### src/design/mcl_pkg.sv
// mcl_pkg: shared types and codes for the mutex / condition-variable lock manager.
// No dependencies.
package mcl_pkg;

   localparam int unsigned CMD_W = 2;
   localparam int unsigned TID_W = 4;
   localparam int unsigned MID_W = 3;
   localparam int unsigned CID_W = 3;
   localparam int unsigned STS_W = 2;

   // sizing of the lock manager; field widths above are tied to these
   localparam int unsigned NUM_THREADS  = 16;
   localparam int unsigned NUM_MUTEXES  = 8;
   localparam int unsigned NUM_CONDVARS = 8;
   localparam int unsigned QUEUE_DEPTH  = 16;

   typedef enum logic [CMD_W-1:0] {
      CMD_LOCK   = 2'd0,
      CMD_UNLOCK = 2'd1,
      CMD_WAIT   = 2'd2,
      CMD_SIGNAL = 2'd3
   } cmd_type;

   typedef enum logic [STS_W-1:0] {
      STS_OK         = 2'd0,
      STS_FULL       = 2'd1,
      STS_WAIT_FREE  = 2'd2,
      STS_NO_WAITER  = 2'd3
   } status_type;

   typedef struct packed {
      logic [CMD_W-1:0] command;
      logic [TID_W-1:0] thread_id;
      logic [MID_W-1:0] mutex_id;
      logic [CID_W-1:0] condvar_id;
   } req_type;

   typedef struct packed {
      logic             granted;
      logic             blocked_valid;
      logic [TID_W-1:0] blocked_thread;
      logic             owner_valid;
      logic [TID_W-1:0] owner_thread;
      logic [MID_W-1:0] owner_mutex;
      logic [STS_W-1:0] status;
   } rsp_type;

   typedef enum logic [1:0] {
      ST_IDLE   = 2'd0,
      ST_READ   = 2'd1,
      ST_LOCK2  = 2'd2
   } state_type;

endpackage

### src/design/mutex_condvar_lock_manager_core.sv
// mutex_condvar_lock_manager_core: top level of the lock manager.
// Depends on mcl_pkg and mcl_ram.
//
// One command is taken while busy is low and start is high. Lock, unlock and
// wait finish in ST_READ; signal, when it pops a waiter, goes on to ST_LOCK2,
// as the waiter queues live in two RAMs with registered read and the mutex it
// locks or queues on is known only from the popped entry. The result appears on
// rsp_* for one cycle with rsp_valid and cannot be stalled; busy stays high
// from acceptance up to and including the result cycle's predecessor, so the
// next command may be given in the cycle the result is shown. Per-mutex and
// per-condition heads, counts, busy bits and owners are small register files
// cleared by reset; queue payload RAMs are undefined until written and are
// only read inside a queue's live region, so no clearing pass is needed.
module mutex_condvar_lock_manager_core
   import mcl_pkg::*;
(
   input  logic    clock,
   input  logic    reset,
   input  logic    start,
   output logic    busy,
   input  req_type req_data,
   output logic    rsp_valid,
   output rsp_type rsp_data
);
   localparam int unsigned QW  = $clog2(QUEUE_DEPTH);
   localparam int unsigned CW  = $clog2(QUEUE_DEPTH + 1);
   localparam int unsigned MW  = (NUM_MUTEXES > 1) ? $clog2(NUM_MUTEXES) : 1;
   localparam int unsigned KW  = (NUM_CONDVARS > 1) ? $clog2(NUM_CONDVARS) : 1;
   localparam int unsigned MAW = MW + QW;
   localparam int unsigned KAW = KW + QW;
   localparam logic [CW-1:0] FULL = CW'(QUEUE_DEPTH);

   // per-mutex and per-condition control
   logic          mbusy_ff  [NUM_MUTEXES];
   logic [TID_W-1:0] mowner_ff [NUM_MUTEXES];
   logic [QW-1:0] mhead_ff  [NUM_MUTEXES];
   logic [CW-1:0] mcount_ff [NUM_MUTEXES];
   logic [QW-1:0] chead_ff  [NUM_CONDVARS];
   logic [CW-1:0] ccount_ff [NUM_CONDVARS];

   state_type state_ff, state_in;
   req_type   req_ff;
   rsp_type   rsp_ff, rsp_in;
   logic      rsp_valid_ff, rsp_valid_in;

   // RAM ports
   logic                 mq_we, cq_we;
   logic [MAW-1:0]       mq_wa, mq_ra;
   logic [KAW-1:0]       cq_wa, cq_ra;
   logic [TID_W-1:0]     mq_wd, mq_rd;
   logic [TID_W+MID_W-1:0] cq_wd, cq_rd;

   mcl_ram #(.WIDTH(TID_W), .DEPTH(NUM_MUTEXES * QUEUE_DEPTH)) u_mq (
      .clock(clock), .wr_en(mq_we), .wr_addr(mq_wa), .wr_data(mq_wd),
      .rd_addr(mq_ra), .rd_data(mq_rd));

   mcl_ram #(.WIDTH(TID_W + MID_W), .DEPTH(NUM_CONDVARS * QUEUE_DEPTH)) u_cq (
      .clock(clock), .wr_en(cq_we), .wr_addr(cq_wa), .wr_data(cq_wd),
      .rd_addr(cq_ra), .rd_data(cq_rd));

   // index helpers (out-of-range ids are filtered before use)
   logic [MW-1:0] m_idx, sm_idx, in_m_idx;
   logic [KW-1:0] c_idx, in_c_idx;
   logic          m_ok, c_ok, t_ok, sm_ok;
   logic [TID_W-1:0] st;
   logic [MID_W-1:0] sm;

   assign m_idx = MW'(req_ff.mutex_id);
   assign c_idx = KW'(req_ff.condvar_id);
   assign in_m_idx = MW'(req_data.mutex_id);
   assign in_c_idx = KW'(req_data.condvar_id);
   assign m_ok  = 32'(req_ff.mutex_id) < NUM_MUTEXES;
   assign c_ok  = 32'(req_ff.condvar_id) < NUM_CONDVARS;
   assign t_ok  = 32'(req_ff.thread_id) < NUM_THREADS;
   assign st    = cq_rd[TID_W+MID_W-1:MID_W];
   assign sm    = cq_rd[MID_W-1:0];
   assign sm_idx = MW'(sm);
   assign sm_ok = 32'(sm) < NUM_MUTEXES;

   // control register updates computed combinationally
   logic          m_we, c_we;
   logic [MW-1:0] mw_idx;
   logic          mw_busy;
   logic [TID_W-1:0] mw_owner;
   logic [QW-1:0] mw_head;
   logic [CW-1:0] mw_count;
   logic [QW-1:0] cw_head;
   logic [CW-1:0] cw_count;

   assign busy      = (state_ff != ST_IDLE);
   assign rsp_valid = rsp_valid_ff;
   assign rsp_data  = rsp_ff;

   always_comb begin
      state_in     = state_ff;
      rsp_in       = '0;
      rsp_valid_in = 1'b0;
      mq_we = 1'b0; mq_wa = '0; mq_wd = '0;
      cq_we = 1'b0; cq_wa = '0; cq_wd = '0;
      // read the head slots of the addressed queues
      mq_ra = {m_idx, mhead_ff[m_idx]};
      cq_ra = {c_idx, chead_ff[c_idx]};
      m_we = 1'b0; c_we = 1'b0;
      mw_idx = m_idx;
      mw_busy = mbusy_ff[m_idx]; mw_owner = mowner_ff[m_idx];
      mw_head = mhead_ff[m_idx]; mw_count = mcount_ff[m_idx];
      cw_head = chead_ff[c_idx]; cw_count = ccount_ff[c_idx];
      case (state_ff)
         ST_IDLE: begin
            // address the incoming command's heads so they are read at acceptance
            mq_ra = {in_m_idx, mhead_ff[in_m_idx]};
            cq_ra = {in_c_idx, chead_ff[in_c_idx]};
            if (start) begin
               state_in = ST_READ;
            end
         end
         ST_READ: begin
            // head data of both queues is now on the RAM outputs
            state_in     = ST_IDLE;
            rsp_valid_in = 1'b1;
            case (cmd_type'(req_ff.command))
               CMD_LOCK: begin
                  if (t_ok && m_ok) begin
                     if (mbusy_ff[m_idx]) begin
                        if (mcount_ff[m_idx] >= FULL) begin
                           rsp_in.status = STS_FULL;
                        end else begin
                           mq_we = 1'b1;
                           mq_wa = {m_idx, QW'(mhead_ff[m_idx] + QW'(mcount_ff[m_idx]))};
                           mq_wd = req_ff.thread_id;
                           m_we = 1'b1;
                           mw_count = mcount_ff[m_idx] + 1'b1;
                           rsp_in.blocked_valid  = 1'b1;
                           rsp_in.blocked_thread = req_ff.thread_id;
                        end
                     end else begin
                        m_we = 1'b1;
                        mw_busy = 1'b1; mw_owner = req_ff.thread_id;
                        rsp_in.granted      = 1'b1;
                        rsp_in.owner_valid  = 1'b1;
                        rsp_in.owner_thread = req_ff.thread_id;
                        rsp_in.owner_mutex  = req_ff.mutex_id;
                     end
                  end
               end
               CMD_UNLOCK, CMD_WAIT: begin
                  logic go_unlock;
                  go_unlock = 1'b0;
                  if (cmd_type'(req_ff.command) == CMD_UNLOCK) begin
                     go_unlock = m_ok;
                  end else if (m_ok && c_ok) begin
                     if (!mbusy_ff[m_idx]) begin
                        rsp_in.status = STS_WAIT_FREE;
                     end else if (ccount_ff[c_idx] >= FULL) begin
                        rsp_in.status = STS_FULL;
                     end else begin
                        cq_we = 1'b1;
                        cq_wa = {c_idx, QW'(chead_ff[c_idx] + QW'(ccount_ff[c_idx]))};
                        cq_wd = {mowner_ff[m_idx], req_ff.mutex_id};
                        c_we = 1'b1;
                        cw_count = ccount_ff[c_idx] + 1'b1;
                        rsp_in.blocked_valid  = 1'b1;
                        rsp_in.blocked_thread = mowner_ff[m_idx];
                        go_unlock = 1'b1;
                     end
                  end
                  if (go_unlock) begin
                     m_we = 1'b1;
                     if (mcount_ff[m_idx] == '0) begin
                        mw_busy = 1'b0; mw_owner = '0;
                     end else begin
                        mw_busy  = 1'b1; mw_owner = mq_rd;
                        mw_head  = QW'(mhead_ff[m_idx] + 1'b1);
                        mw_count = mcount_ff[m_idx] - 1'b1;
                        rsp_in.owner_valid  = 1'b1;
                        rsp_in.owner_thread = mq_rd;
                        rsp_in.owner_mutex  = req_ff.mutex_id;
                     end
                  end
               end
               default: begin
                  // signal: pop condition head, then lock or queue on its mutex next cycle
                  if (c_ok) begin
                     if (ccount_ff[c_idx] == '0) begin
                        rsp_in.status = STS_NO_WAITER;
                     end else begin
                        c_we = 1'b1;
                        cw_head  = QW'(chead_ff[c_idx] + 1'b1);
                        cw_count = ccount_ff[c_idx] - 1'b1;
                        rsp_valid_in = 1'b0;
                        state_in = ST_LOCK2;
                     end
                  end
               end
            endcase
         end
         ST_LOCK2: begin
            // cq_rd holds the popped (thread, mutex) pair
            state_in     = ST_IDLE;
            rsp_valid_in = 1'b1;
            mw_idx   = sm_idx;
            mw_busy  = mbusy_ff[sm_idx]; mw_owner = mowner_ff[sm_idx];
            mw_head  = mhead_ff[sm_idx]; mw_count = mcount_ff[sm_idx];
            if (sm_ok) begin
               if (mbusy_ff[sm_idx]) begin
                  if (mcount_ff[sm_idx] >= FULL) begin
                     rsp_in.status = STS_FULL;
                  end else begin
                     mq_we = 1'b1;
                     mq_wa = {sm_idx, QW'(mhead_ff[sm_idx] + QW'(mcount_ff[sm_idx]))};
                     mq_wd = st;
                     m_we = 1'b1;
                     mw_count = mcount_ff[sm_idx] + 1'b1;
                     rsp_in.blocked_valid  = 1'b1;
                     rsp_in.blocked_thread = st;
                  end
               end else begin
                  m_we = 1'b1;
                  mw_busy = 1'b1; mw_owner = st;
                  rsp_in.owner_valid  = 1'b1;
                  rsp_in.owner_thread = st;
                  rsp_in.owner_mutex  = sm;
               end
            end
         end
         default: begin
            state_in = ST_IDLE;
         end
      endcase
   end

   always_ff @(posedge clock) begin
      if (reset) begin
         state_ff     <= ST_IDLE;
         rsp_valid_ff <= 1'b0;
         for (int i = 0; i < NUM_MUTEXES; i++) begin
            mbusy_ff[i] <= 1'b0; mowner_ff[i] <= '0;
            mhead_ff[i] <= '0;   mcount_ff[i] <= '0;
         end
         for (int i = 0; i < NUM_CONDVARS; i++) begin
            chead_ff[i] <= '0; ccount_ff[i] <= '0;
         end
      end else begin
         state_ff     <= state_in;
         rsp_valid_ff <= rsp_valid_in;
         if (m_we) begin
            mbusy_ff[mw_idx]  <= mw_busy;
            mowner_ff[mw_idx] <= mw_owner;
            mhead_ff[mw_idx]  <= mw_head;
            mcount_ff[mw_idx] <= mw_count;
         end
         if (c_we) begin
            chead_ff[c_idx]  <= cw_head;
            ccount_ff[c_idx] <= cw_count;
         end
      end
   end

   // payload registers
   always_ff @(posedge clock) begin
      if (start && !busy) begin
         req_ff <= req_data;
      end
      rsp_ff <= rsp_in;
   end
endmodule

### src/design/mcl_ram.sv
// mcl_ram: generic single-port-write, single-port-read RAM with registered read.
// No dependencies.
module mcl_ram #(
   parameter int unsigned WIDTH = 8,
   parameter int unsigned DEPTH = 16
) (
   input  logic                     clock,
   input  logic                     wr_en,
   input  logic [$clog2(DEPTH)-1:0] wr_addr,
   input  logic [WIDTH-1:0]         wr_data,
   input  logic [$clog2(DEPTH)-1:0] rd_addr,
   output logic [WIDTH-1:0]         rd_data
);
   logic [WIDTH-1:0] mem [DEPTH];

   always_ff @(posedge clock) begin
      if (wr_en) begin
         mem[wr_addr] <= wr_data;
      end
      rd_data <= mem[rd_addr];
   end
endmodule
### config.mk
export PLATFORM = sky130hd
export DESIGN_NAME = mutex_condvar_lock_manager_core
export DESIGN_NICKNAME = d
export VERILOG_FILES = /design/src/design/mcl_pkg.sv /design/src/design/mutex_condvar_lock_manager_core.sv /design/src/design/mcl_ram.sv
export SDC_FILE = /design/constraint.sdc
export NUM_CORES = 2
export LEC_CHECK = 0
export ABC_AREA = 0
export BUFFER_PORTS_ARGS = -buffer_cell sky130_fd_sc_hd__buf_2
export CAP_MARGIN = 10
export CORE_ASPECT_RATIO = 1.2
export CORE_MARGIN = 8
export CORE_UTILIZATION = 45
export CTS_BUF_LIST = sky130_fd_sc_hd__clkbuf_16
export DETAILED_ROUTE_END_ITERATION = 10
export GPL_TIMING_DRIVEN = 0
export MAX_ROUTING_LAYER = met4
export PLACE_DENSITY = 0.63
export SYNTH_ARGS = -nofsm -noshare
export SYNTH_HDL_FRONTEND = slang
export SYNTH_SLANG_ARGS = --single-unit
### constraint.sdc
create_clock -name clock -period 6 [get_ports clock]
set_clock_uncertainty 0.15 [all_clocks]
set_input_delay 0.6 -clock clock [delete_from_list [all_inputs] [get_ports clock]]
set_output_delay 0.6 -clock clock [all_outputs]
set_load 0.05 [all_outputs]
==> flow_summary.ini <==
[status]
status = completed

[cts]
cts_setup_buffers = 0
cts_made_buffers = 161
cts.sinks = 1640
htreeDepth = 4
clk_pin_slew_ns = 0.06
cts_tree = yes
root_buffer = clkbuf_16
clock_path_buffers = 3
clk_latency_ns = 0.82

[yosys]
synth_xor_area_frac = 0.00281
yosysTopAreaCell = edfxtp_1
synth-async-reset-ratio = 0
synthAdderAreaFrac = 0.00561
synth_ff_type = edfxtp_1
ys_seq_area_frac = 0.712
synth_edf_count = 1604
synth_simple_gate_area_frac = 0.0934
yosysUniqueCellTypes = 71
yosysWarnings = 0
avgSynthCellArea_um2 = 15.4
synth_compound_area_frac = 0.0378
synth_mux_area_frac = 0.129
netlist_area_mm2 = 0.0686
synth_area_leaders = edfxtp_1 70%, mux4_2 6.8%, mux2i_1 5.4%
yosysMostFrequentCell = edfxtp_1
ys_top_cells_by_count = 1604 x edfxtp_1, 632 x nand2_1, 505 x nor2_1
synth.net_count = 4489
synth.top_cell.area_share = 0.702
ys_ff_latch = 1640
synth_top_family_by_area = multiplexers
netlist_instances = 4445

[final_layout]
areaGrowthSynthToFinish_pct = 12.8
design_area_mm2 = 0.0774
register_area_mm2 = 0.0489
fillerInstances = 12700
drive_gt1_frac = 0.141
fin_nets = 4731
multi_input_area_mm2 = 0.0185
layoutNonFillerInstCount = 6812

[floorplan]
start_util = 0.452
num_io_pins = 33
num_rows = 157
die_h_um = 444
core_area_mm2 = 0.152
die_w_um = 373
dieArea_mm2 = 0.165

[setup_path]
critical_path.max_fanout = 10
cp-start-kind = flip-flop
crit_slowest_cell = nor2_1
path_depth = 10
crit_required_ns = 6.30
cpPeakStageDelay_ns = 0.84
arrival_ns = 6.17
r2r_setup_slack_ns = 0.13
crit_path_cell_trace = buf_2 -> buf_4 -> mux4_2 -> mux2i_1 -> inv_1 -> ha_1 -> xor2_1 -> nand3_1 -> clkbuf_1 -> nor2_1
cp_num_buf_inv = 4
crit_path_end = u_cq.mem[71][5]$_DFFE_PP_
timing.rr.end = u_cq.mem[71][5]$_DFFE_PP_
end_kind = flip-flop
crit_type = flip-flop to flip-flop
crit_family = buffers and inverters
reg2reg_depth = 10

[sta]
hold_violations = 0
setup_viol = 0
tightest_slew_ns = 1.44
fin_crit_sh = 0.979
fmax_ghz = 0.170
relSlewSlack = 0.0386
slew_violations = 0
rsz0062_at_grt = yes
post-route-min-period_ns = 5.87
whs_ns = 0.127

[routing]
drtIter0Drc = 5103
wl_um = 197000
vias_per_cell = 6.04
wire_per_inst_um = 28.9
vias = 41200
drc_errors = 0
ant_nets = 0
firstDrtPassIters = 6

[global_routing]
gr-usage-met2 = 0.385
grt_antenna_before_repair = 5
grt_pass1_vias = 41000
use_met1 = 0.305
grt_pass1_wl_um = 283000
grt_max_degree = 85
globalRouteMet3Util = 0.0445
gr-max-usage-layer = met2
grt_use_total = 0.241
overflow = 0

[pwr]
p_leak_nw = 23.1
ir_drop_uv = 311
total_power_mw = 26.1
power_density_mw_per_mm2 = 337

[placed_design]
numPortBuffers = 32
place_congestion = 0.946
dp_hpwl_um = 133000
postPlaceCellArea_mm2 = 0.0721
dp_cells = 6498

[job]
drv_cap = 0

[min_path]
hp-class = primary input to flip-flop
registers in the layout, indices dropped and copies added, names as in the netlist, named ones only:
register / count
m_idx: 3
u_cq.rd_data: 7
mcount_ff: 40
req_ff: 6
mowner_ff: 32
c_idx: 3
u_cq.mem: 896
u_mq.rd_data: 4
rsp_data: 16
ccount_ff: 40
state_ff: 2
mbusy_ff: 8
u_mq.mem: 512
mhead_ff: 32
rsp_valid: 1
chead_ff: 32
through the flow:
step                setup WS, ns  setup TNS, ns  utilization
floorplan                -0.0129          -4.94            -
global placement           -5.92       -4799.89        0.469
detailed placement        0.0305              0        0.474
CTS                      0.00936              0        0.509
global route             -0.0122        -0.0716        0.509
finish                     0.129              0        0.509
worst min path at each step:
stage	startpoint	end	slack, ns	cells past startpoint
floorplan	state_ff[0]$_SDFFE_PP0P_	state_ff[0]$_SDFFE_PP0P_	0.34	2
global placement	state_ff[0]$_SDFFE_PP0P_	state_ff[0]$_SDFFE_PP0P_	0.36	2
detailed placement	state_ff[0]$_SDFFE_PP0P_	state_ff[0]$_SDFFE_PP0P_	0.38	2
CTS	reset	rsp_valid$_SDFF_PP0_	0.04	3
global route	reset	rsp_valid$_SDFF_PP0_	0.09	3
finish	reset	rsp_valid$_SDFF_PP0_	0.13	3
metal layers:
layer / part of all wire / wire, um
met3: 0.082 / 16200
met2: 0.48 / 95200
met1: 0.39 / 76400
met4: 0.047 / 9160
met5: 0 / 0
cell type report:
type,instances,area share
Multi-Input combinational cell,2534,0.239
Buffer,243,0.0159
Tap cell,1987,0.0321
Antenna cell,5,0.000162
Sequential cell,1640,0.631
Clock inverter,131,0.0131
Inverter,27,0.00131
Clock buffer,165,0.0533
Timing Repair Buffer,80,0.0132
where the power goes:
part           internal [mW]  switching [mW]  total [mW]
combinational           1.17            2.44        3.61
clock                   5.49            4.42        9.91
sequential              12.5          0.0572        12.6
cell families (layout without fill, tap and decap cells):
family | after synthesis | count (layout)
AO/OA/AOI/OAI | 357 | 357
XOR/XNOR | 22 | 22
adder cells (fa/ha/maj) | 29 | 29
buffers and inverters | 271 | 646
flip-flops | 1640 | 1640
multiplexers | 612 | 612
other | 0 | 5
AND/OR/NAND/NOR | 1514 | 1514
repair_timing:
item,in CTS,in global routing
endpoints found under the hold margin,14,0
hold buffers,13,0
endpoints found under the setup margin,0,483
resized for setup,0,2
cells in the final DEF (no fill, tap or decap), drive strengths merged, types with 9 or more instances in the layout:
cell	n
a211oi	14
a21oi	71
a221oi	9
a22oi	69
a32oi	71
a41oi	9
and2	15
and3	10
buf	204
bufinv	11
clkbuf	271
clkinv	64
dfxtp	36
dlygate4sd3	13
edfxtp	1604
ha	26
inv	78
mux2	23
mux2i	381
mux4	208
nand2	632
nand2b	23
nand3	178
nand4	82
nor2	507
nor2b	22
nor3	20
nor4	11
o21ai	36
o22ai	14
xnor2	9
xor2	13
worst reg2reg max path: cells and delay by family (launching register included):
family	cells	cell delay, ns
and+or+nand+nor	2	1.52
xor gates and xnor gates	1	0.31
buffers and inverters	4	1.66
adders and majority gates	1	0.43
DFF	1	0.30
muxes	2	1.14
No activity file was read; power rests on OpenSTA's default activity.
